==> config.mk <==
export PLATFORM = sky130hd
export DESIGN_NAME = pjl_sq_cell
export DESIGN_NICKNAME = d
export VERILOG_FILES = /design/src/rtl/pjl_pkg.sv /design/src/rtl/pjl_sq_cell.sv
export SDC_FILE = /design/constraint.sdc
export NUM_CORES = 2
export LEC_CHECK = 0
export CORE_MARGIN = 1
export CORE_UTILIZATION = 44
export CTS_BUF_LIST = sky130_fd_sc_hd__clkbuf_4
export CTS_CLUSTER_SIZE = 25
export DETAILED_ROUTE_END_ITERATION = 12
export DONT_BUFFER_PORTS = 1
export GPL_TIMING_DRIVEN = 0
export SETUP_SLACK_MARGIN = 0.4
export SKIP_CTS_REPAIR_TIMING = 1
export SLEW_MARGIN = 25
export SYNTH_ARGS = -nofsm -noshare
export SYNTH_HDL_FRONTEND = slang
export SYNTH_SLANG_ARGS = --single-unit
export TNS_END_PERCENT = 5
==> constraint.sdc <==
create_clock -name clock -period 13.7 [get_ports clock]
set_input_delay 3.425 -clock clock [delete_from_list [all_inputs] [get_ports clock]]
set_output_delay 3.425 -clock clock [all_outputs]
set_load 0.03 [all_outputs]
==> src/rtl/pjl_pkg.sv <==
// shared types and constants of the junction voltage limiter
// no dependencies
package pjl_pkg;

   // how the back end forms the result
   localparam logic [1:0] MODE_PASS     = 2'd0;
   localparam logic [1:0] MODE_LOG_OLD  = 2'd1;
   localparam logic [1:0] MODE_LOG_ZERO = 2'd2;

   // ln2 as Q1.63, split in two 32-bit halves
   localparam logic [31:0] LN2_HI = 32'h58B9_0BFB;
   localparam logic [31:0] LN2_LO = 32'hE8E7_BCD6;

   localparam logic [63:0] TV_RESET = 64'd433731;
   localparam logic [63:0] VC_RESET = 64'd10066330;

   typedef struct packed {
      logic       valid;
      logic [1:0] mode;
      logic       flag;
      logic       step_neg;
   } pjl_ctl_type;

endpackage

==> src/rtl/pjl_sq_cell.sv <==
// one log2 fraction cell: squares both mantissas and emits one fraction bit each
// depends on pjl_pkg
module pjl_sq_cell import pjl_pkg::*; #(
   parameter int F  = 24,
   parameter int SW = 100
) (
   input  logic          clock,
   input  logic          reset,
   input  logic          load,
   input  pjl_ctl_type   ctl_in,
   input  logic [SW-1:0] side_in,
   input  logic [31:0]   ma_in,
   input  logic [31:0]   mb_in,
   input  logic [F-1:0]  fa_in,
   input  logic [F-1:0]  fb_in,
   output pjl_ctl_type   ctl_out,
   output logic [SW-1:0] side_out,
   output logic [31:0]   ma_out,
   output logic [31:0]   mb_out,
   output logic [F-1:0]  fa_out,
   output logic [F-1:0]  fb_out
);

   logic [63:0]   sqa;
   logic [63:0]   sqb;
   logic [32:0]   sa;
   logic [32:0]   sb;
   pjl_ctl_type   ctl_ff;
   logic [SW-1:0] side_ff;
   logic [31:0]   ma_ff;
   logic [31:0]   mb_ff;
   logic [F-1:0]  fa_ff;
   logic [F-1:0]  fb_ff;

   always_comb begin
      sqa = 64'(ma_in) * 64'(ma_in);
      sqb = 64'(mb_in) * 64'(mb_in);
      sa  = sqa[63:31];
      sb  = sqb[63:31];
   end

   always_ff @(posedge clock) begin
      if (reset) begin
         ctl_ff <= '0;
      end else if (load) begin
         ctl_ff <= ctl_in;
      end
   end

   always_ff @(posedge clock) begin
      if (load) begin
         side_ff <= side_in;
         // square reaching 2.0 gives a one bit and renormalizes
         ma_ff   <= sa[32] ? sa[32:1] : sa[31:0];
         mb_ff   <= sb[32] ? sb[32:1] : sb[31:0];
         fa_ff   <= {fa_in[F-2:0], sa[32]};
         fb_ff   <= {fb_in[F-2:0], sb[32]};
      end
   end

   assign ctl_out  = ctl_ff;
   assign side_out = side_ff;
   assign ma_out   = ma_ff;
   assign mb_out   = mb_ff;
   assign fa_out   = fa_ff;
   assign fb_out   = fb_ff;

endmodule

==> metrics.txt <==
Layout area overhead=5.20%; largest net degree at the start of global routing=214; crit path time final=12770 ps; Max Freq=between 70 and 80 MHz; xor/xnor share of the synthesized area=2.15%; Setup Viol. Count Final=0; Required @ worst endpoint=14320 ps; Starting Density=44.4%; compound-cell area share of the yosys netlist=4.62%; first drt pass iteration count=6; WL/cell=25.6 um; Final Cycle Share=93.2%; vias in the first global route=50.7k; CORE AREA=148000 um2; ranking of synthesized cells by area=fa_1, ha_1, inv_1; port buffer count=0; worst hold path type=flop to flop; Clock Skew=0 ps; ys async rst share=0%; Routed WL=222000 um; Max stage delay on crit path=900 ps; Via density=5.34; Setup TNS=0 ps; Unique masters post-synth=73; fin cells=slightly below 9k; first-pass GRT wire length=~330000 um; share of cells above drive strength 1=3.50%; clk_lat worst skew=790 ps; Synth Instances=6603; die width=388 um; Clock Tree Buf Depth=3; maximum fanout along the worst path=10; CTS tree=built; unrepaired setup endpoints after global routing=no; most common cell in the netlist=inv_1; drt drc=0; Core Rows=141; fin nets=9065; outcome=finished clean; CTS Buf Count=56; CTS clk-pin slew, worst paths=70 ps; ANT nets after route=0; CTS Sinks=217; via count=about 46k; # IOs=between 400 and 500; number of max-cap violations=0; initial antenna violation count=31; largest family of logic cells by synthesized area=adder cells; WS Path Type=primary input to flop; die area=151000 um2; Post-Synth Simple-Gate Area=9.88%; leading area contributor after synthesis=fa_1; post-synthesis mux area share=1.23%; Avg Inst Size Synth=9.94 um2; Worst slew margin=roughly 16%; top cells by count, synth=inv_1, fa_1, ha_1, nand2_1, and2_1; crit end category=flop; Seq/Total Area, Yosys=9.85%; DR iter-0 viols=3696; total gr overflow=0; startpoint types=primary input; final slew viol count=0; Yosys warning total=0; Arrival @ worst endpoint=13390 ps; Critical-path top delay cell=clkbuf_1; clk root buf=clkbuf_4; Post-Synth Adder-Cell Area=59.6%; most frequent CP cell=fa_1; RePlAce Congestion=1.01; number of flops mapped to enable cells by yosys=212; H-tree depth=2; hpwl dp=184000 um; Post-Syn Nets=9003; Total GRT Usage=between 30% and 40%; Worst-Margin Slew=1250 ps; Synth Flop Type=edfxtp_1; die height=approximately 390 um; share of the synthesized area in the top cell type=48.2%; Inst Count DP=8534; Fin. Hold Viols=0; Mapped Area=roughly 66000 um2; Yosys reg bits=around 220
-- cell families (layout without fill, tap and decap cells) --
group | after synthesis | after routing
muxes | 65 | 65
adders and majority gates | 2180 | 2180
AOI/OAI and AO/OA | 458 | 458
and+or+nand+nor | 1327 | 1327
buffers and inverters | 2197 | 2305
other | 0 | 22
xor gates and xnor gates | 159 | 159
DFF | 217 | 217
-- per-stage QoR --
step | area, um2 | setup WS [ps] | util (%) | hold slack (ps)
after floorplan | 65600 | 2590 | - | 630
after global placement | 68100 | 82.9 | 46.0 | 657
after detailed placement | 68100 | 339 | 46.1 | 667
after CTS | 69000 | 1310 | 46.6 | 673
after global routing | 69000 | 905 | 46.7 | 694
final | 69100 | 932 | 46.7 | 674
-- final timing paths --
check,start,endpoint,slack (ps),cells after the start
worst min-delay path,ctl_out[1]$_SDFFE_PP0P_,ctl_out[1]$_SDFFE_PP0P_,670,2
worst max register to register,ctl_out[0]$_SDFFE_PP0P_,ctl_out[0]$_SDFFE_PP0P_,12860,2
worst max-delay path,ma_in[7],ma_out[28]$_DFFE_PP_,930,28
worst min register to register,ctl_out[1]$_SDFFE_PP0P_,ctl_out[1]$_SDFFE_PP0P_,670,2
-- worst max-delay path, delay by kind of cell --
kind | cells | cell delay (ps)
buffers and inverters | 8 | 2270
AND/OR/NAND/NOR | 8 | 2250
adder cells (fa/ha/maj) | 9 | 4480
AO/OA/AOI/OAI | 2 | 470
XOR/XNOR | 1 | 450
-- per-layer routing --
layer,vias up,wire [um],track usage [%]
met2,2320,102000,48.3
met3,437,21600,7.19
met1,23912,87600,39.5
li1,19583,-,-
met5,-,68,0.159
met4,10,9990,12.0
-- state kept, by name, indices dropped and copies added (netlist names) --
register and flops:
fa_out 24, ma_out 32, side_out 100, fb_out 24, mb_out 32, ctl_out 5
-- layout make-up --
| cell class | count | area [um2] |
|---|---|---|
| diodes | 22 | 55.1 |
| plain buffers | 230 | 926 |
| clock buffers | 75 | 563 |
| clock inverters | 29 | 298 |
| fillers | 14163 | 78800 |
| inverters | 1967 | 7380 |
| multi-input cells | 4189 | 50900 |
| flip-flops and latches | 217 | 6470 |
| well taps | 1930 | 2410 |
| repair buffers | 4 | 45.0 |
-- cell usage in the layout, fill, tap and decap left out, types with 10 or more instances in the layout --
cell type	n
nand3_1	30
a211oi_1	13
mux2_4	24
and3_1	16
nand4_1	24
ha_1	598
a31oi_1	22
nor3_1	17
mux2i_1	10
nor2b_1	23
mux2_2	31
a31o_2	26
fa_1	1582
nand2_1	576
clkbuf_1	192
edfxtp_1	212
o21bai_1	27
clkbuf_4	75
clkinv_1	14
clkbuf_2	24
a21oi_1	143
diode_2	22
o21ai_0	67
o21a_1	11
or2_2	11
and2_1	462
nor2_1	136
inv_1	1966
a21o_1	56
xnor2_1	85
o31ai_1	10
xor2_1	73
Power is left out: the tool's default activity adds up to more than one toggle a clock period on the data nets, which glitch-free logic cannot reach.
