===== src/rtl/pjl_pkg.sv =====
// shared types and constants of the junction voltage limiter
// no dependencies
package pjl_pkg;

   // how the back end forms the result
   localparam logic [1:0] MODE_PASS     = 2'd0;
   localparam logic [1:0] MODE_LOG_OLD  = 2'd1;
   localparam logic [1:0] MODE_LOG_ZERO = 2'd2;

   // ln2 as Q1.63, split in two 32-bit halves
   localparam logic [31:0] LN2_HI = 32'h58B9_0BFB;
   localparam logic [31:0] LN2_LO = 32'hE8E7_BCD6;

   localparam logic [63:0] TV_RESET = 64'd433731;
   localparam logic [63:0] VC_RESET = 64'd10066330;

   typedef struct packed {
      logic       valid;
      logic [1:0] mode;
      logic       flag;
      logic       step_neg;
   } pjl_ctl_type;

endpackage


===== src/rtl/pjl_front.sv =====
// front end: step, branch decision, clamp bound, log argument normalization
// depends on pjl_pkg
module pjl_front import pjl_pkg::*; #(
   parameter int W = 32,
   parameter int F = 24,
   localparam int XW = W + 1,
   localparam int PW = $clog2(XW)
) (
   input  logic                clock,
   input  logic                reset,
   input  logic                load,
   input  logic                in_valid,
   input  logic [W-1:0]        vnew,
   input  logic [W-1:0]        vold,
   input  logic [W-2:0]        tv_raw,
   input  logic [W-1:0]        vcrit,
   output pjl_ctl_type         ctl_out,
   output logic [W-1:0]        vold_out,
   output logic [W-2:0]        vt_out,
   output logic [W-1:0]        res_out,
   output logic [PW-1:0]       px_out,
   output logic [PW-1:0]       pv_out,
   output logic [31:0]         mx_out,
   output logic [31:0]         mv_out
);

   localparam logic signed [W+1:0] BMAX = {3'b000, {(W-1){1'b1}}};
   localparam logic signed [W+1:0] BMIN = {3'b111, {(W-1){1'b0}}};

   logic [W-2:0]          vt_a;
   logic [W-1:0]          two_vt;
   logic [W:0]            step;
   logic                  step_neg;
   logic [W:0]            mag;
   logic                  log_c;
   logic                  vold_pos;
   logic                  vnew_pos;
   logic [XW-1:0]         x_a;
   logic signed [W+1:0]   vold_x;
   logic signed [W+1:0]   vnew_x;
   logic signed [W+1:0]   one_x;
   logic signed [W+1:0]   bound;
   logic [W-1:0]          bound_sat;
   pjl_ctl_type           ctl_a;
   logic [W-1:0]          res_a;

   pjl_ctl_type           a_ctl_ff;
   logic [W-1:0]          a_vold_ff;
   logic [W-2:0]          a_vt_ff;
   logic [XW-1:0]         a_x_ff;
   logic [W-1:0]          a_res_ff;

   logic [XW-1:0]         v_ext;
   logic [PW-1:0]         px_in;
   logic [PW-1:0]         pv_in;
   logic [XW+30:0]        wx;
   logic [XW+30:0]        wv;

   pjl_ctl_type           b_ctl_ff;
   logic [W-1:0]          b_vold_ff;
   logic [W-2:0]          b_vt_ff;
   logic [W-1:0]          b_res_ff;
   logic [PW-1:0]         b_px_ff;
   logic [PW-1:0]         b_pv_ff;
   logic [31:0]           b_mx_ff;
   logic [31:0]           b_mv_ff;

   function automatic logic [PW-1:0] msb_pos(input logic [XW-1:0] v);
      logic [PW-1:0] p;
      p = '0;
      for (int i = 0; i < XW; i++) begin
         if (v[i]) p = PW'(i);
      end
      return p;
   endfunction

   always_comb begin
      vt_a     = (tv_raw == '0) ? (W-1)'(1) : tv_raw;
      two_vt   = {vt_a, 1'b0};
      step     = {vnew[W-1], vnew} - {vold[W-1], vold};
      step_neg = step[W];
      mag      = step_neg ? (~step + (W+1)'(1)) : step;
      log_c    = ($signed(vnew) > $signed(vcrit)) && (mag > {1'b0, two_vt});
      vold_pos = !vold[W-1] && (vold != '0);
      vnew_pos = !vnew[W-1] && (vnew != '0);
      if (vold_pos) begin
         x_a = step_neg ? (mag + {1'b0, two_vt}) : (mag - {1'b0, two_vt});
      end else begin
         x_a = {1'b0, vnew};
      end
      vold_x = {{2{vold[W-1]}}, vold};
      vnew_x = {{2{vnew[W-1]}}, vnew};
      one_x  = (W+2)'(1) <<< F;
      bound  = vold_pos ? (-vold_x - one_x) : (vold_x + vold_x - one_x);
      if (bound > BMAX) begin
         bound_sat = BMAX[W-1:0];
      end else if (bound < BMIN) begin
         bound_sat = BMIN[W-1:0];
      end else begin
         bound_sat = bound[W-1:0];
      end
      ctl_a.valid    = in_valid;
      ctl_a.step_neg = step_neg;
      ctl_a.mode     = MODE_PASS;
      ctl_a.flag     = 1'b0;
      res_a          = vnew;
      if (log_c) begin
         ctl_a.flag = 1'b1;
         if (vold_pos) begin
            ctl_a.mode = MODE_LOG_OLD;
         end else if (vnew_pos) begin
            ctl_a.mode = MODE_LOG_ZERO;
         end else begin
            // log of a non-positive value
            res_a = BMIN[W-1:0];
         end
      end else if (vnew[W-1] && (vnew_x < bound)) begin
         ctl_a.flag = 1'b1;
         res_a      = bound_sat;
      end
   end

   always_comb begin
      v_ext = {2'b00, a_vt_ff};
      px_in = msb_pos(a_x_ff);
      pv_in = msb_pos(v_ext);
      // leading one lands on bit 31
      wx    = {a_x_ff, 31'b0} >> px_in;
      wv    = {v_ext, 31'b0} >> pv_in;
   end

   always_ff @(posedge clock) begin
      if (reset) begin
         a_ctl_ff <= '0;
         b_ctl_ff <= '0;
      end else if (load) begin
         a_ctl_ff <= ctl_a;
         b_ctl_ff <= a_ctl_ff;
      end
   end

   always_ff @(posedge clock) begin
      if (load) begin
         a_vold_ff <= vold;
         a_vt_ff   <= vt_a;
         a_x_ff    <= x_a;
         a_res_ff  <= res_a;
         b_vold_ff <= a_vold_ff;
         b_vt_ff   <= a_vt_ff;
         b_res_ff  <= a_res_ff;
         b_px_ff   <= px_in;
         b_pv_ff   <= pv_in;
         b_mx_ff   <= wx[31:0];
         b_mv_ff   <= wv[31:0];
      end
   end

   assign ctl_out  = b_ctl_ff;
   assign vold_out = b_vold_ff;
   assign vt_out   = b_vt_ff;
   assign res_out  = b_res_ff;
   assign px_out   = b_px_ff;
   assign pv_out   = b_pv_ff;
   assign mx_out   = b_mx_ff;
   assign mv_out   = b_mv_ff;

endmodule


===== config.mk =====
export PLATFORM = sky130hd
export DESIGN_NAME = pjl_front
export DESIGN_NICKNAME = d
export VERILOG_FILES = /design/src/rtl/pjl_pkg.sv /design/src/rtl/pjl_front.sv
export SDC_FILE = /design/constraint.sdc
export NUM_CORES = 1
export LEC_CHECK = 0
export ABC_AREA = 1
export BUFFER_PORTS_ARGS = -buffer_cell sky130_fd_sc_hd__buf_2
export CAP_MARGIN = 20
export CORE_UTILIZATION = 45
export DETAILED_ROUTE_END_ITERATION = 10
export PLACE_DENSITY_LB_ADDON = 0.15
export SLEW_MARGIN = 20
export SYNTH_ARGS = -nofsm -noshare
export SYNTH_HDL_FRONTEND = slang
export SYNTH_SLANG_ARGS = --single-unit

===== constraint.sdc =====
create_clock -name clock -period 6.7 [get_ports clock]
set_input_delay 1.005 -clock clock [delete_from_list [all_inputs] [get_ports clock]]
set_output_delay 1.005 -clock clock [all_outputs]
set_load 0.02 [all_outputs]

==> results of run 1 <==
[final cells by class]
type,count,area [sq um]
tap,672,841
multi-input combinational,2184,12400
sequential,308,9150
fill,4865,22100
timing repair buffer,552,3510
clock buffer,48,1030
clock inverter,16,135
inverter,347,1310
[metal layers]
metal | track usage | vias up | wire, um
met1 | 0.384 | 10616 | 33600
met4 | 0.0948 | 2 | 2570
met3 | 0.0428 | 140 | 5150
met5 | 0 | - | 13
li1 | - | 10938 | -
met2 | 0.485 | 906 | 36500
[synthesized netlist by cell type, types with 8 or more instances]
library cell,count
sky130_fd_sc_hd__nand2_1,732
sky130_fd_sc_hd__nand3_1,406
sky130_fd_sc_hd__inv_1,329
sky130_fd_sc_hd__edfxtp_1,298
sky130_fd_sc_hd__nor2_1,189
sky130_fd_sc_hd__ha_1,164
sky130_fd_sc_hd__o21ai_0,153
sky130_fd_sc_hd__a21oi_1,132
sky130_fd_sc_hd__clkbuf_1,105
sky130_fd_sc_hd__xor2_1,81
sky130_fd_sc_hd__nand4_1,37
sky130_fd_sc_hd__o21ai_2,33
sky130_fd_sc_hd__nor3_1,26
sky130_fd_sc_hd__o21ai_1,24
sky130_fd_sc_hd__nor4_1,23
sky130_fd_sc_hd__nand3_2,22
sky130_fd_sc_hd__xnor2_1,21
sky130_fd_sc_hd__nand2_2,19
sky130_fd_sc_hd__a31oi_1,14
sky130_fd_sc_hd__buf_1,12
sky130_fd_sc_hd__buf_2,11
sky130_fd_sc_hd__dfxtp_1,10
sky130_fd_sc_hd__inv_2,10
sky130_fd_sc_hd__o31ai_1,9
sky130_fd_sc_hd__nor2_2,8
[worst paths after layout]
path | startpoint | end | slack (ns) | depth (start not counted)
worst min register to register | a_vold_ff[25] | vold_out[25] | 0.42 | 0
worst max-delay path | vnew[0] | a_res_ff[7] | 0.21 | 58
worst max register to register | a_x_ff[1] | mx_out[30] | 2.11 | 37
worst min-delay path | a_vold_ff[25] | vold_out[25] | 0.42 | 0
[where the power goes]
part	internal [mW]	switching, mW	total (mW)
logic	1.66	2.68	4.35
clock network	1.15	0.796	1.95
registers	2.52	0.169	2.69
total	5.34	3.65	8.99
[stage by stage]
step	utilization	std cells	power, mW
6_report	0.563	4127	8.99
5_1_grt	0.563	4127	9.56
4_1_cts	0.556	4117	8.84
3_5_place_dp	0.531	4050	6.83
3_3_place_gp	0.531	4049	6.79
2_1_floorplan	-	2978	5.29
[kinds of logic (layout without fill, tap and decap cells)]
group | count (synthesis) | in the layout
flops | 308 | 308
simple gates | 1483 | 1483
compound gates | 428 | 428
buf+inv | 486 | 963
other cells | 1 | 3
fa+ha+maj | 167 | 167
xor+xnor | 103 | 103
[registers in the layout (all words and copies together) (netlist names)]
register,count
mv_out,32
a_vt_ff,31
res_out,32
a_ctl_ff,5
vt_out,31
a_vold_ff,32
a_res_ff,32
pv_out,5
px_out,6
mx_out,32
a_x_ff,33
vold_out,32
ctl_out,5
[worst max-delay path, delay by kind of cell]
| kind | cells | cell delay, ns |
|---|---|---|
| simple gates | 30 | 2.18 |
| compound gates | 14 | 1.75 |
| buf+inv | 10 | 0.92 |
| fa+ha+maj | 3 | 0.76 |
| xor+xnor | 1 | 0.15 |
[repair_timing]
| item | 4_1_cts | 5_1_grt |
|---|---|---|
| setup buffers | 2 | 10 |
| gates resized for setup | 4 | 73 |
| setup endpoints to repair | 23 | 46 |
| gates cloned | 1 | 1 |
| pin swaps | 2 | 28 |
==> impl_metrics.xml, run 1 <==
<?xml version="1.0" encoding="UTF-8"?>
<metrics>
  <group name="floorplanning">
    <metric name="floorplan.io_pins" unit="">307</metric>
    <metric name="fp.coreArea" unit="sq um">50500</metric>
    <metric name="die_outline_area" unit="sq um">52400</metric>
    <metric name="rows" unit="">82</metric>
    <metric name="die_width" unit="um">229</metric>
    <metric name="start_util" unit="">0.459</metric>
    <metric name="floorplan.die.height" unit="um">229</metric>
  </group>
  <group name="yosys">
    <metric name="postSynthRegisterBits" unit="">308</metric>
    <metric name="number_of_enable_flip_flop_cells_after_synthesis" unit="">298</metric>
    <metric name="yosysSeqAreaShare" unit="">0.395</metric>
    <metric name="synthesis.area_per_instance" unit="sq um">7.78</metric>
    <metric name="ys_types" unit="">62</metric>
    <metric name="synth_largest_area_cell" unit="">sky130_fd_sc_hd__edfxtp_1</metric>
    <metric name="synth_largest_type_area_fraction" unit="">0.387</metric>
    <metric name="synth_cells" unit="">2976</metric>
    <metric name="synth.area.mux_share" unit="">0</metric>
    <metric name="synth_fa_ha_area_frac" unit="">0.0912</metric>
    <metric name="synthesis.area" unit="sq um">23200</metric>
    <metric name="synthSimpleGateAreaFrac" unit="">0.283</metric>
    <metric name="synth_xor_xnor_area_share" unit="">0.0393</metric>
    <metric name="asyncSetResetFlopFracSynth" unit="">0</metric>
    <metric name="dominantRegCellSynth" unit="">sky130_fd_sc_hd__edfxtp_1</metric>
    <metric name="synth_warn" unit="">0</metric>
    <metric name="synth_compound_area_frac" unit="">0.109</metric>
    <metric name="synth_top_family_by_area" unit="">simple AND/OR/NAND/NOR gates</metric>
    <metric name="yosys-top-cells-area" unit="">sky130_fd_sc_hd__edfxtp_1 (39%), sky130_fd_sc_hd__nand2_1 (12%), sky130_fd_sc_hd__ha_1 (8.9%), sky130_fd_sc_hd__nand3_1 (8.8%), sky130_fd_sc_hd__inv_1 (5.3%)</metric>
  </group>
  <group name="routing">
    <metric name="routed_wire_length_per_instance" unit="um">18.9</metric>
    <metric name="route.detailed.vias_per_inst" unit="">5.48</metric>
    <metric name="drt.antenna.violating_nets" unit="">0</metric>
    <metric name="wl" unit="um">77800</metric>
    <metric name="vias" unit="">22602</metric>
    <metric name="residual_drc" unit="">0</metric>
    <metric name="firstDrtPassIters" unit="">6</metric>
    <metric name="drt_iter0_drc" unit="">1889</metric>
  </group>
  <group name="setup_path">
    <metric name="crit_path_arrival_time" unit="ns">6.79</metric>
    <metric name="start_kind" unit="">primary input</metric>
    <metric name="end_kind" unit="">flip-flop</metric>
    <metric name="path_class" unit="">in -&gt; reg</metric>
    <metric name="critical_path_fanouts_max" unit="">6</metric>
    <metric name="timing.critical_path.slowest_stage_cell" unit="">sky130_fd_sc_hd__fa_2</metric>
    <metric name="timing.critical_path.slowest_cell_delay" unit="ns">0.35</metric>
    <metric name="timing.critical_path.required" unit="ns">7.01</metric>
    <metric name="cp_common_cell" unit="">sky130_fd_sc_hd__nand2_2</metric>
  </group>
  <group name="clock_tree">
    <metric name="hold_buffers" unit="">0</metric>
    <metric name="numCtsBuffers" unit="">36</metric>
    <metric name="clock_insertion_delay_worst_skew" unit="ns">0.57</metric>
    <metric name="cts.reportedPaths.clkPinSlew" unit="ns">0.05</metric>
    <metric name="cts.root.buffer_cell" unit="">sky130_fd_sc_hd__clkbuf_16</metric>
    <metric name="h-tree-depth" unit="">2</metric>
    <metric name="clock-sinks" unit="">308</metric>
    <metric name="max-clock-path-buffers" unit="">3</metric>
    <metric name="cts_tree" unit="">built</metric>
  </group>
  <group name="finish">
    <metric name="post_route_cells_drive_above_1_share" unit="">0.230</metric>
    <metric name="num_antenna_cells" unit="">0</metric>
    <metric name="layout.cells.most_common" unit="">sky130_fd_sc_hd__nand2_1</metric>
    <metric name="layout.cell_area.non_filler" unit="sq um">28400</metric>
    <metric name="layout_common_cells" unit="">sky130_fd_sc_hd__nand2_1 (713), sky130_fd_sc_hd__nand3_1 (401), sky130_fd_sc_hd__inv_1 (323)</metric>
    <metric name="area_growth_syn_to_layout" unit="%">22.6</metric>
    <metric name="final_nets" unit="">3727</metric>
  </group>
  <group name="power_and_ir_drop">
    <metric name="ir_drop" unit="uV">207</metric>
    <metric name="power.density" unit="nW/um^2">317</metric>
    <metric name="leakage_component_of_the_power" unit="nW">13.6</metric>
  </group>
  <group name="timing">
    <metric name="count_of_final_max_slew_check_failures" unit="">0</metric>
    <metric name="fin_ws" unit="ns">0.212</metric>
    <metric name="relSlewSlack" unit="">0.325</metric>
    <metric name="fin_worst_hold_slack" unit="ns">0.416</metric>
    <metric name="finalHoldViolations" unit="">0</metric>
    <metric name="max_clock_freq" unit="MHz">154</metric>
    <metric name="worst-slew-pin-transition" unit="ns">0.999</metric>
    <metric name="setup-violations-final" unit="">0</metric>
    <metric name="final.period_utilization" unit="">0.968</metric>
    <metric name="period_minus_slack" unit="ns">6.49</metric>
    <metric name="tns" unit="ns">0</metric>
    <metric name="finClkSkew" unit="ns">0.0221</metric>
    <metric name="setup_repair_after_global_routing_missed_its_margin" unit="">yes</metric>
  </group>
  <group name="place">
    <metric name="port-buffer-count" unit="">305</metric>
    <metric name="hpwlAfterDp" unit="um">61000</metric>
    <metric name="pre_cts_slack" unit="ns">-0.644</metric>
    <metric name="globalplace.congestion" unit="">0.967</metric>
    <metric name="placed_area" unit="sq um">26800</metric>
  </group>
  <group name="global_routing">
    <metric name="grt_max_degree" unit="">155</metric>
    <metric name="grt_first_pass_wirelength" unit="um">119000</metric>
    <metric name="total_congestion_overflow_after_global_routing" unit="">0</metric>
    <metric name="global_route_total_usage_across_every_layer" unit="">0.290</metric>
    <metric name="antenna_found_initial" unit="">1</metric>
    <metric name="vias_in_the_first_global_route" unit="">21467</metric>
  </group>
  <group name="run">
    <metric name="timing.max_cap.violations" unit="">0</metric>
  </group>
  <group name="run_status">
    <metric name="outcome" unit="">finished clean</metric>
  </group>
  <group name="worst_hold_path">
    <metric name="timing.hold.worst.class" unit="">reg -&gt; reg</metric>
  </group>
</metrics>
Power figures use the tool's default switching activity.
==> run 2, diff against run 1 <==
- CTS_BUF_LIST: unset -> sky130_fd_sc_hd__clkbuf_8
==> run 2 against run 1 <==
Net effect: critical path depth stayed put; hold slack worse by 0.0023 ns; clock-buffer cell count is 8 higher; sequential share of layout area is 0.24 points higher; first-iteration DRC count is 3.5% higher; cell count is 0.75% higher; global-route usage is 0.092 points lower; via count is 0.63% higher; fmax is 1.9% higher; register-to-register slack hardly changed; combinational power hardly changed; clock skew is 0.016 ns higher; largest cell class unchanged; largest power group unchanged.
==> impl_metrics.xml, run 2 (same netlist as run 1, synthesis figures left out) <==
<?xml version="1.0" encoding="UTF-8"?>
<metrics>
  <group name="routing">
    <metric name="residual_drc" unit="">0</metric>
    <metric name="vias" unit="">22744</metric>
    <metric name="drt.antenna.violating_nets" unit="">0</metric>
    <metric name="firstDrtPassIters" unit="">6</metric>
    <metric name="wl" unit="um">78100</metric>
    <metric name="drt_iter0_drc" unit="">1955</metric>
    <metric name="route.detailed.vias_per_inst" unit="">5.47</metric>
    <metric name="routed_wire_length_per_instance" unit="um">18.8</metric>
  </group>
  <group name="finish">
    <metric name="num_antenna_cells" unit="">0</metric>
    <metric name="fillerInstances" unit="">4919</metric>
    <metric name="largest_reg_flops" unit="">33</metric>
    <metric name="layout_common_cells" unit="">sky130_fd_sc_hd__nand2_1 (722), sky130_fd_sc_hd__nand3_1 (404), sky130_fd_sc_hd__inv_1 (340)</metric>
    <metric name="final_nets" unit="">3743</metric>
    <metric name="sequential_cell_area" unit="sq um">9150</metric>
    <metric name="layout.cells.most_common" unit="">sky130_fd_sc_hd__nand2_1</metric>
    <metric name="area_growth_syn_to_layout" unit="%">21.7</metric>
    <metric name="layout.cells.non_filler" unit="">4158</metric>
    <metric name="post_route_cells_drive_above_1_share" unit="">0.227</metric>
    <metric name="max_flop_register" unit="">a_x_ff</metric>
    <metric name="layout.cell_area.non_filler" unit="sq um">28200</metric>
    <metric name="multi_input_comb_area" unit="sq um">12400</metric>
  </group>
  <group name="setup_path">
    <metric name="crit_path_arrival_time" unit="ns">6.75</metric>
    <metric name="worstSetupPathDepth" unit="">58</metric>
    <metric name="worst-r2r-setup-slack" unit="ns">2.12</metric>
    <metric name="timing.critical_path.slowest_stage_cell" unit="">sky130_fd_sc_hd__fa_2</metric>
    <metric name="cp_common_cell" unit="">sky130_fd_sc_hd__nand2_2</metric>
    <metric name="timing.critical_path.slowest_cell_delay" unit="ns">0.35</metric>
    <metric name="start_kind" unit="">primary input</metric>
    <metric name="cp.buffers_inverters" unit="">9</metric>
    <metric name="critical_path_fanouts_max" unit="">7</metric>
    <metric name="dominant_delay_contributor_by_cell_family_on_the_critical_path" unit="">simple AND/OR/NAND/NOR gates</metric>
    <metric name="endpoint" unit="">a_res_ff[6]</metric>
    <metric name="timing.critical_path.from" unit="">vnew[0]</metric>
    <metric name="end_kind" unit="">flip-flop</metric>
    <metric name="reg2reg_to" unit="">mx_out[12]</metric>
    <metric name="timing.critical_path.required" unit="ns">7.08</metric>
    <metric name="worst_case_reg_to_reg_path_depth" unit="">37</metric>
    <metric name="path_class" unit="">in -&gt; reg</metric>
    <metric name="worst_r2r_startpoint" unit="">a_x_ff[1]</metric>
  </group>
  <group name="run">
    <metric name="timing.max_cap.violations" unit="">0</metric>
  </group>
  <group name="timing">
    <metric name="tns" unit="ns">0</metric>
    <metric name="final.period_utilization" unit="">0.950</metric>
    <metric name="relSlewSlack" unit="">0.118</metric>
    <metric name="max_clock_freq" unit="MHz">157</metric>
    <metric name="setup_repair_after_global_routing_missed_its_margin" unit="">yes</metric>
    <metric name="fin_worst_hold_slack" unit="ns">0.414</metric>
    <metric name="setup-violations-final" unit="">0</metric>
    <metric name="finalHoldViolations" unit="">0</metric>
    <metric name="finClkSkew" unit="ns">0.0383</metric>
    <metric name="worst-slew-pin-transition" unit="ns">1.31</metric>
    <metric name="count_of_final_max_slew_check_failures" unit="">0</metric>
    <metric name="period_minus_slack" unit="ns">6.37</metric>
  </group>
  <group name="floorplanning">
    <metric name="floorplan.io_pins" unit="">307</metric>
    <metric name="rows" unit="">82</metric>
    <metric name="fp.coreArea" unit="sq um">50500</metric>
    <metric name="die_width" unit="um">229</metric>
    <metric name="start_util" unit="">0.459</metric>
    <metric name="floorplan.die.height" unit="um">229</metric>
    <metric name="die_outline_area" unit="sq um">52400</metric>
  </group>
  <group name="power_and_ir_drop">
    <metric name="p_sw_frac" unit="">0.421</metric>
    <metric name="p_comb_frac" unit="">0.505</metric>
    <metric name="seq_power_share" unit="">0.311</metric>
    <metric name="power.density" unit="nW/um^2">307</metric>
    <metric name="power_frac_clock" unit="">0.184</metric>
    <metric name="power.net_switching" unit="mW">3.64</metric>
    <metric name="leakage_component_of_the_power" unit="nW">13.6</metric>
    <metric name="ir_drop" unit="uV">140</metric>
    <metric name="power_internal" unit="mW">5.01</metric>
  </group>
  <group name="clock_tree">
    <metric name="h-tree-depth" unit="">2</metric>
    <metric name="clock-sinks" unit="">308</metric>
    <metric name="numCtsBuffers" unit="">52</metric>
    <metric name="cts.root.buffer_cell" unit="">sky130_fd_sc_hd__clkbuf_8</metric>
    <metric name="cts_tree" unit="">built</metric>
    <metric name="cts.reportedPaths.clkPinSlew" unit="ns">0.07</metric>
    <metric name="max-clock-path-buffers" unit="">3</metric>
    <metric name="clock_insertion_delay_worst_skew" unit="ns">0.65</metric>
  </group>
  <group name="place">
    <metric name="cells_after_dpl" unit="">4050</metric>
    <metric name="globalplace.congestion" unit="">0.967</metric>
    <metric name="hpwlAfterDp" unit="um">61000</metric>
    <metric name="placed_area" unit="sq um">26800</metric>
    <metric name="port-buffer-count" unit="">305</metric>
  </group>
  <group name="run_status">
    <metric name="outcome" unit="">finished clean</metric>
  </group>
  <group name="worst_hold_path">
    <metric name="timing.hold.worst.class" unit="">reg -&gt; reg</metric>
  </group>
  <group name="global_routing">
    <metric name="grt_max_degree" unit="">155</metric>
    <metric name="global_route_total_usage_across_every_layer" unit="">0.289</metric>
    <metric name="vias_in_the_first_global_route" unit="">21619</metric>
    <metric name="total_congestion_overflow_after_global_routing" unit="">0</metric>
    <metric name="grt_first_pass_wirelength" unit="um">119000</metric>
    <metric name="antenna_found_initial" unit="">1</metric>
  </group>
</metrics>
## run 2: cell count changes in the layout (fill, tap and decap cells not counted), sizes merged, moves of 2 or more
cell      previous run  this run
clkbuf              49        61
buf                551       546
clkinvlp             1         3
inv                341       356
clkinv              19        26
## run 2: worst min-delay path by stage
| stage | startpoint | end | slack, ns | cells past startpoint |
|---|---|---|---|---|
| after floorplan | a_res_ff[0] | res_out[0] | 0.40 | 0 |
| after global placement | a_vold_ff[1] | vold_out[1] | 0.40 | 0 |
| after detailed placement | a_res_ff[30] | res_out[30] | 0.40 | 0 |
| after CTS | a_vold_ff[7] | vold_out[7] | 0.41 | 0 |
| after global routing | a_vold_ff[7] | vold_out[7] | 0.42 | 0 |
| final | a_vold_ff[12] | vold_out[12] | 0.41 | 0 |
## run 2: per-stage QoR
step	power, mW	util	setup WS, ns
final	8.65	0.558	0.334
after global routing	9.24	0.558	-0.0986
after CTS	8.45	0.551	0.0694
after detailed placement	6.83	0.531	-0.644
after global placement	6.79	0.531	-0.503
after floorplan	5.29	-	0.0221
## run 2: area by class of cell
cell class                 instances  share of cell area
multi-input combinational       2185               0.438
inverter                         347              0.0464
sequential                       308               0.325
tap                              672              0.0298
clock buffer                      56              0.0273
clock inverter                    39             0.00701
timing repair buffer             551               0.126
## run 2: timing repair
action / in CTS / in global routing
endpoints found under the hold margin: 0 / 0
buffers inserted: 0 / 5
hold buffers: 0 / 0
setup endpoints to repair: 0 / 46
gates resized for setup: 0 / 56
## run 2: metal layers
layer,global-route usage,part of all wire,routed length [um],vias up
li1,-,-,-,10992
met1,0.383,0.43,33600,10666
met2,0.483,0.47,36700,942
met3,0.0423,0.069,5380,142
met4,0.0969,0.031,2420,2
met5,0,0.00017,13,-
## run 2: power groups by stage
| stage | Combinational, mW | Sequential [mW] | Clock [mW] |
|---|---|---|---|
| floorplan | 2.43 | 2.85 | 0 |
| global placement | 4.06 | 2.73 | 0 |
| detailed placement | 4.11 | 2.73 | 0 |
| CTS | 4.12 | 2.69 | 1.64 |
| global route | 4.82 | 2.72 | 1.70 |
| finish | 4.37 | 2.69 | 1.59 |
==> run 3, diff against run 2 <==
- ABC_AREA: 1 -> 0
==> run 3 against run 2 <==
Net effect: synthesized cell count fell by 22%; first-iteration DRC count is 2.9% higher; die area down 1.3%; critical endpoint is now a_res_ff[3]; total power increased by 1.1%; clock-buffer cell count decreased by 2; sequential power down 1%; critical path depth is 30 lower; largest power group unchanged; cell count fell by 10%; routed wire length grew 5.0%; critical path type unchanged; synthesized area shrank 1.3%; hold slack gained 0.0043 ns.
==> impl_metrics.xml, run 3 <==
<?xml version="1.0" encoding="UTF-8"?>
<metrics>
  <group name="worst_hold_path">
    <metric name="min_path_cells" unit="">0</metric>
    <metric name="timing.hold.worst.class" unit="">reg -&gt; reg</metric>
    <metric name="hp-start" unit="">a_vold_ff[16]</metric>
    <metric name="min_delay_worst_endpoint" unit="">vold_out[16]</metric>
  </group>
  <group name="clock_tree">
    <metric name="clock-sinks" unit="">308</metric>
    <metric name="h-tree-depth" unit="">2</metric>
    <metric name="cts.root.buffer_cell" unit="">sky130_fd_sc_hd__clkbuf_8</metric>
    <metric name="cts_tree" unit="">built</metric>
    <metric name="clock_insertion_delay_worst_skew" unit="ns">0.65</metric>
    <metric name="numCtsBuffers" unit="">53</metric>
    <metric name="cts.reportedPaths.clkPinSlew" unit="ns">0.06</metric>
    <metric name="max-clock-path-buffers" unit="">3</metric>
  </group>
  <group name="finish">
    <metric name="layout_common_cells" unit="">sky130_fd_sc_hd__buf_4 (450), sky130_fd_sc_hd__buf_2 (299), sky130_fd_sc_hd__edfxtp_1 (298)</metric>
    <metric name="final_core_utilization" unit="">0.591</metric>
    <metric name="layout.cells.non_filler" unit="">3741</metric>
    <metric name="largest_reg_flops" unit="">33</metric>
    <metric name="area_growth_syn_to_layout" unit="%">29.8</metric>
    <metric name="layout.cells.most_common" unit="">sky130_fd_sc_hd__buf_4</metric>
    <metric name="max_flop_register" unit="">a_x_ff</metric>
    <metric name="post_route_cells_drive_above_1_share" unit="">0.323</metric>
    <metric name="layout.cell_area.non_filler" unit="sq um">29700</metric>
    <metric name="final_nets" unit="">3331</metric>
  </group>
  <group name="global_routing">
    <metric name="vias_in_the_first_global_route" unit="">20627</metric>
    <metric name="antenna_found_initial" unit="">4</metric>
    <metric name="grt_max_degree" unit="">171</metric>
    <metric name="grt_first_pass_wirelength" unit="um">121000</metric>
    <metric name="global_route_total_usage_across_every_layer" unit="">0.309</metric>
    <metric name="total_congestion_overflow_after_global_routing" unit="">0</metric>
  </group>
  <group name="power_and_ir_drop">
    <metric name="p_comb_frac" unit="">0.509</metric>
    <metric name="power_frac_clock" unit="">0.188</metric>
    <metric name="power.net_switching" unit="mW">3.51</metric>
    <metric name="leakage_component_of_the_power" unit="nW">13.1</metric>
    <metric name="p_sw_frac" unit="">0.401</metric>
    <metric name="total_power" unit="mW">8.75</metric>
    <metric name="power.density" unit="nW/um^2">295</metric>
    <metric name="ir_drop" unit="uV">179</metric>
    <metric name="power_internal" unit="mW">5.24</metric>
    <metric name="seq_power_share" unit="">0.303</metric>
  </group>
  <group name="timing">
    <metric name="final.period_utilization" unit="">0.966</metric>
    <metric name="max_clock_freq" unit="MHz">154</metric>
    <metric name="count_of_final_max_slew_check_failures" unit="">0</metric>
    <metric name="tns" unit="ns">0</metric>
    <metric name="relSlewSlack" unit="">0.280</metric>
    <metric name="fin_worst_hold_slack" unit="ns">0.418</metric>
    <metric name="fin_ws" unit="ns">0.227</metric>
    <metric name="finalHoldViolations" unit="">0</metric>
    <metric name="worst-slew-pin-transition" unit="ns">1.08</metric>
    <metric name="period_minus_slack" unit="ns">6.47</metric>
    <metric name="finClkSkew" unit="ns">0.0333</metric>
    <metric name="setup-violations-final" unit="">0</metric>
  </group>
  <group name="floorplanning">
    <metric name="die_width" unit="um">227</metric>
    <metric name="floorplan.die.height" unit="um">227</metric>
    <metric name="fp.coreArea" unit="sq um">50200</metric>
    <metric name="die_outline_area" unit="sq um">51700</metric>
    <metric name="start_util" unit="">0.455</metric>
    <metric name="floorplan.io_pins" unit="">307</metric>
    <metric name="rows" unit="">82</metric>
  </group>
  <group name="setup_path">
    <metric name="reg2reg_to" unit="">mx_out[16]</metric>
    <metric name="worst-r2r-setup-slack" unit="ns">1.77</metric>
    <metric name="timing.critical_path.slowest_stage_cell" unit="">sky130_fd_sc_hd__or4b_4</metric>
    <metric name="end_kind" unit="">flip-flop</metric>
    <metric name="path_class" unit="">in -&gt; reg</metric>
    <metric name="worst_case_reg_to_reg_path_depth" unit="">11</metric>
    <metric name="dominant_delay_contributor_by_cell_family_on_the_critical_path" unit="">compound AO/OA/AOI/OAI gates</metric>
    <metric name="cp.buffers_inverters" unit="">6</metric>
    <metric name="critical_path_fanouts_max" unit="">6</metric>
    <metric name="cp_common_cell" unit="">sky130_fd_sc_hd__a21oi_2</metric>
    <metric name="crit_path_arrival_time" unit="ns">6.99</metric>
    <metric name="start_kind" unit="">primary input</metric>
    <metric name="timing.critical_path.slowest_cell_delay" unit="ns">0.63</metric>
    <metric name="worst_r2r_startpoint" unit="">a_x_ff[32]</metric>
    <metric name="timing.critical_path.required" unit="ns">7.21</metric>
  </group>
  <group name="yosys">
    <metric name="synthesis.area" unit="sq um">22800</metric>
    <metric name="number_of_enable_flip_flop_cells_after_synthesis" unit="">298</metric>
    <metric name="asyncSetResetFlopFracSynth" unit="">0</metric>
    <metric name="yosys-top-cells-area" unit="">sky130_fd_sc_hd__edfxtp_1 (39%), sky130_fd_sc_hd__ha_1 (9.0%), sky130_fd_sc_hd__mux2i_1 (5.4%), sky130_fd_sc_hd__a21oi_1 (4.2%), sky130_fd_sc_hd__nor2_1 (2.9%)</metric>
    <metric name="ys_types" unit="">93</metric>
    <metric name="yosysSeqAreaShare" unit="">0.400</metric>
    <metric name="synth_cells" unit="">2335</metric>
    <metric name="synthMostInstantiatedCell" unit="">sky130_fd_sc_hd__edfxtp_1</metric>
    <metric name="synthesis.area_per_instance" unit="sq um">9.79</metric>
    <metric name="synthTopCellsByCount" unit="">sky130_fd_sc_hd__edfxtp_1 (298), sky130_fd_sc_hd__a21oi_1 (191), sky130_fd_sc_hd__nor2_1 (176)</metric>
    <metric name="synth_largest_area_cell" unit="">sky130_fd_sc_hd__edfxtp_1</metric>
    <metric name="dominantRegCellSynth" unit="">sky130_fd_sc_hd__edfxtp_1</metric>
    <metric name="postSynthRegisterBits" unit="">308</metric>
    <metric name="synth_warn" unit="">0</metric>
    <metric name="synth_largest_type_area_fraction" unit="">0.392</metric>
  </group>
  <group name="place">
    <metric name="placed_area" unit="sq um">28200</metric>
    <metric name="pre_cts_slack" unit="ns">-0.663</metric>
    <metric name="hpwlAfterDp" unit="um">65200</metric>
    <metric name="cells_after_dpl" unit="">3632</metric>
    <metric name="globalplace.congestion" unit="">0.999</metric>
    <metric name="port-buffer-count" unit="">305</metric>
  </group>
  <group name="routing">
    <metric name="vias" unit="">21815</metric>
    <metric name="routed_wire_length_per_instance" unit="um">21.9</metric>
    <metric name="drt_iter0_drc" unit="">2012</metric>
    <metric name="residual_drc" unit="">0</metric>
    <metric name="wl" unit="um">82000</metric>
    <metric name="firstDrtPassIters" unit="">5</metric>
    <metric name="drt.antenna.violating_nets" unit="">0</metric>
    <metric name="route.detailed.vias_per_inst" unit="">5.83</metric>
  </group>
  <group name="run">
    <metric name="timing.max_cap.violations" unit="">0</metric>
  </group>
  <group name="run_status">
    <metric name="outcome" unit="">finished clean</metric>
  </group>
</metrics>
run 3: changes by cell type after synthesis, moves of 23 or more:
cell / before / now
sky130_fd_sc_hd__mux2i_1: 0 / 124
sky130_fd_sc_hd__xnor2_1: 21 / 70
sky130_fd_sc_hd__xor2_1: 81 / 24
sky130_fd_sc_hd__inv_1: 329 / 164
sky130_fd_sc_hd__a21oi_1: 132 / 191
sky130_fd_sc_hd__nand2_1: 732 / 150
sky130_fd_sc_hd__or3_1: 0 / 24
sky130_fd_sc_hd__a211oi_1: 6 / 34
sky130_fd_sc_hd__nand3_1: 406 / 32
sky130_fd_sc_hd__a21o_1: 3 / 42
sky130_fd_sc_hd__nor3_1: 26 / 53
sky130_fd_sc_hd__nand2b_1: 0 / 23
sky130_fd_sc_hd__o21ai_2: 33 / 2
run 3: per-layer routing:
layer / track usage / up-vias / share of wire
li1: - / 10198 / -
met1: 0.429 / 10563 / 0.44
met2: 0.500 / 904 / 0.47
met3: 0.0427 / 150 / 0.066
met4: 0.0907 / 0 / 0.028
met5: 0 / - / 0
run 3: kinds of logic after synthesis:
kind of cell	Yosys count	share of synthesized area
compound gates	707	0.219
xor+xnor	94	0.0360
fa+ha+maj	167	0.0924
buf+inv	294	0.0513
flops	308	0.400
mux	148	0.0678
other cells	1	0.000164
simple gates	616	0.133
run 3: worst max-delay path by stage:
stage,start,to,slack [ns],depth (start not counted)
CTS,vnew[0],a_x_ff[32],0.002,31
global route,vnew[0],a_res_ff[3],-0.03,30
global placement,vold[8],a_x_ff[25],-0.57,27
floorplan,vold[9],a_res_ff[10],-0.06,30
detailed placement,vnew[0],a_res_ff[21],-0.66,27
finish,vnew[0],a_res_ff[3],0.23,28
run 3: cell type report:
| type | count | area [sq um] |
|---|---|---|
| fillers | 4486 | 20500 |
| well taps | 672 | 841 |
| multi-input cells | 1736 | 13000 |
| clock inverters | 34 | 221 |
| inverters | 169 | 637 |
| flip-flops and latches | 308 | 9150 |
| diodes | 3 | 7.51 |
| clock buffers | 54 | 743 |
| repair buffers | 765 | 5100 |
run 3: power by group through the flow:
stage | logic [mW] | clock network [mW] | registers, mW
2_1_floorplan | 2.28 | 0 | 2.81
3_3_place_gp | 4.21 | 0 | 2.68
3_5_place_dp | 4.23 | 0 | 2.69
4_1_cts | 4.26 | 1.69 | 2.65
5_1_grt | 4.76 | 1.75 | 2.68
6_report | 4.45 | 1.64 | 2.65
run 3: timing repair:
item,4_1_cts,5_1_grt
hold buffers,0,0
pin swaps,0,47
resized for setup,1,61
endpoints found under the setup margin,8,38
setup buffers,1,16
gates cloned,0,1
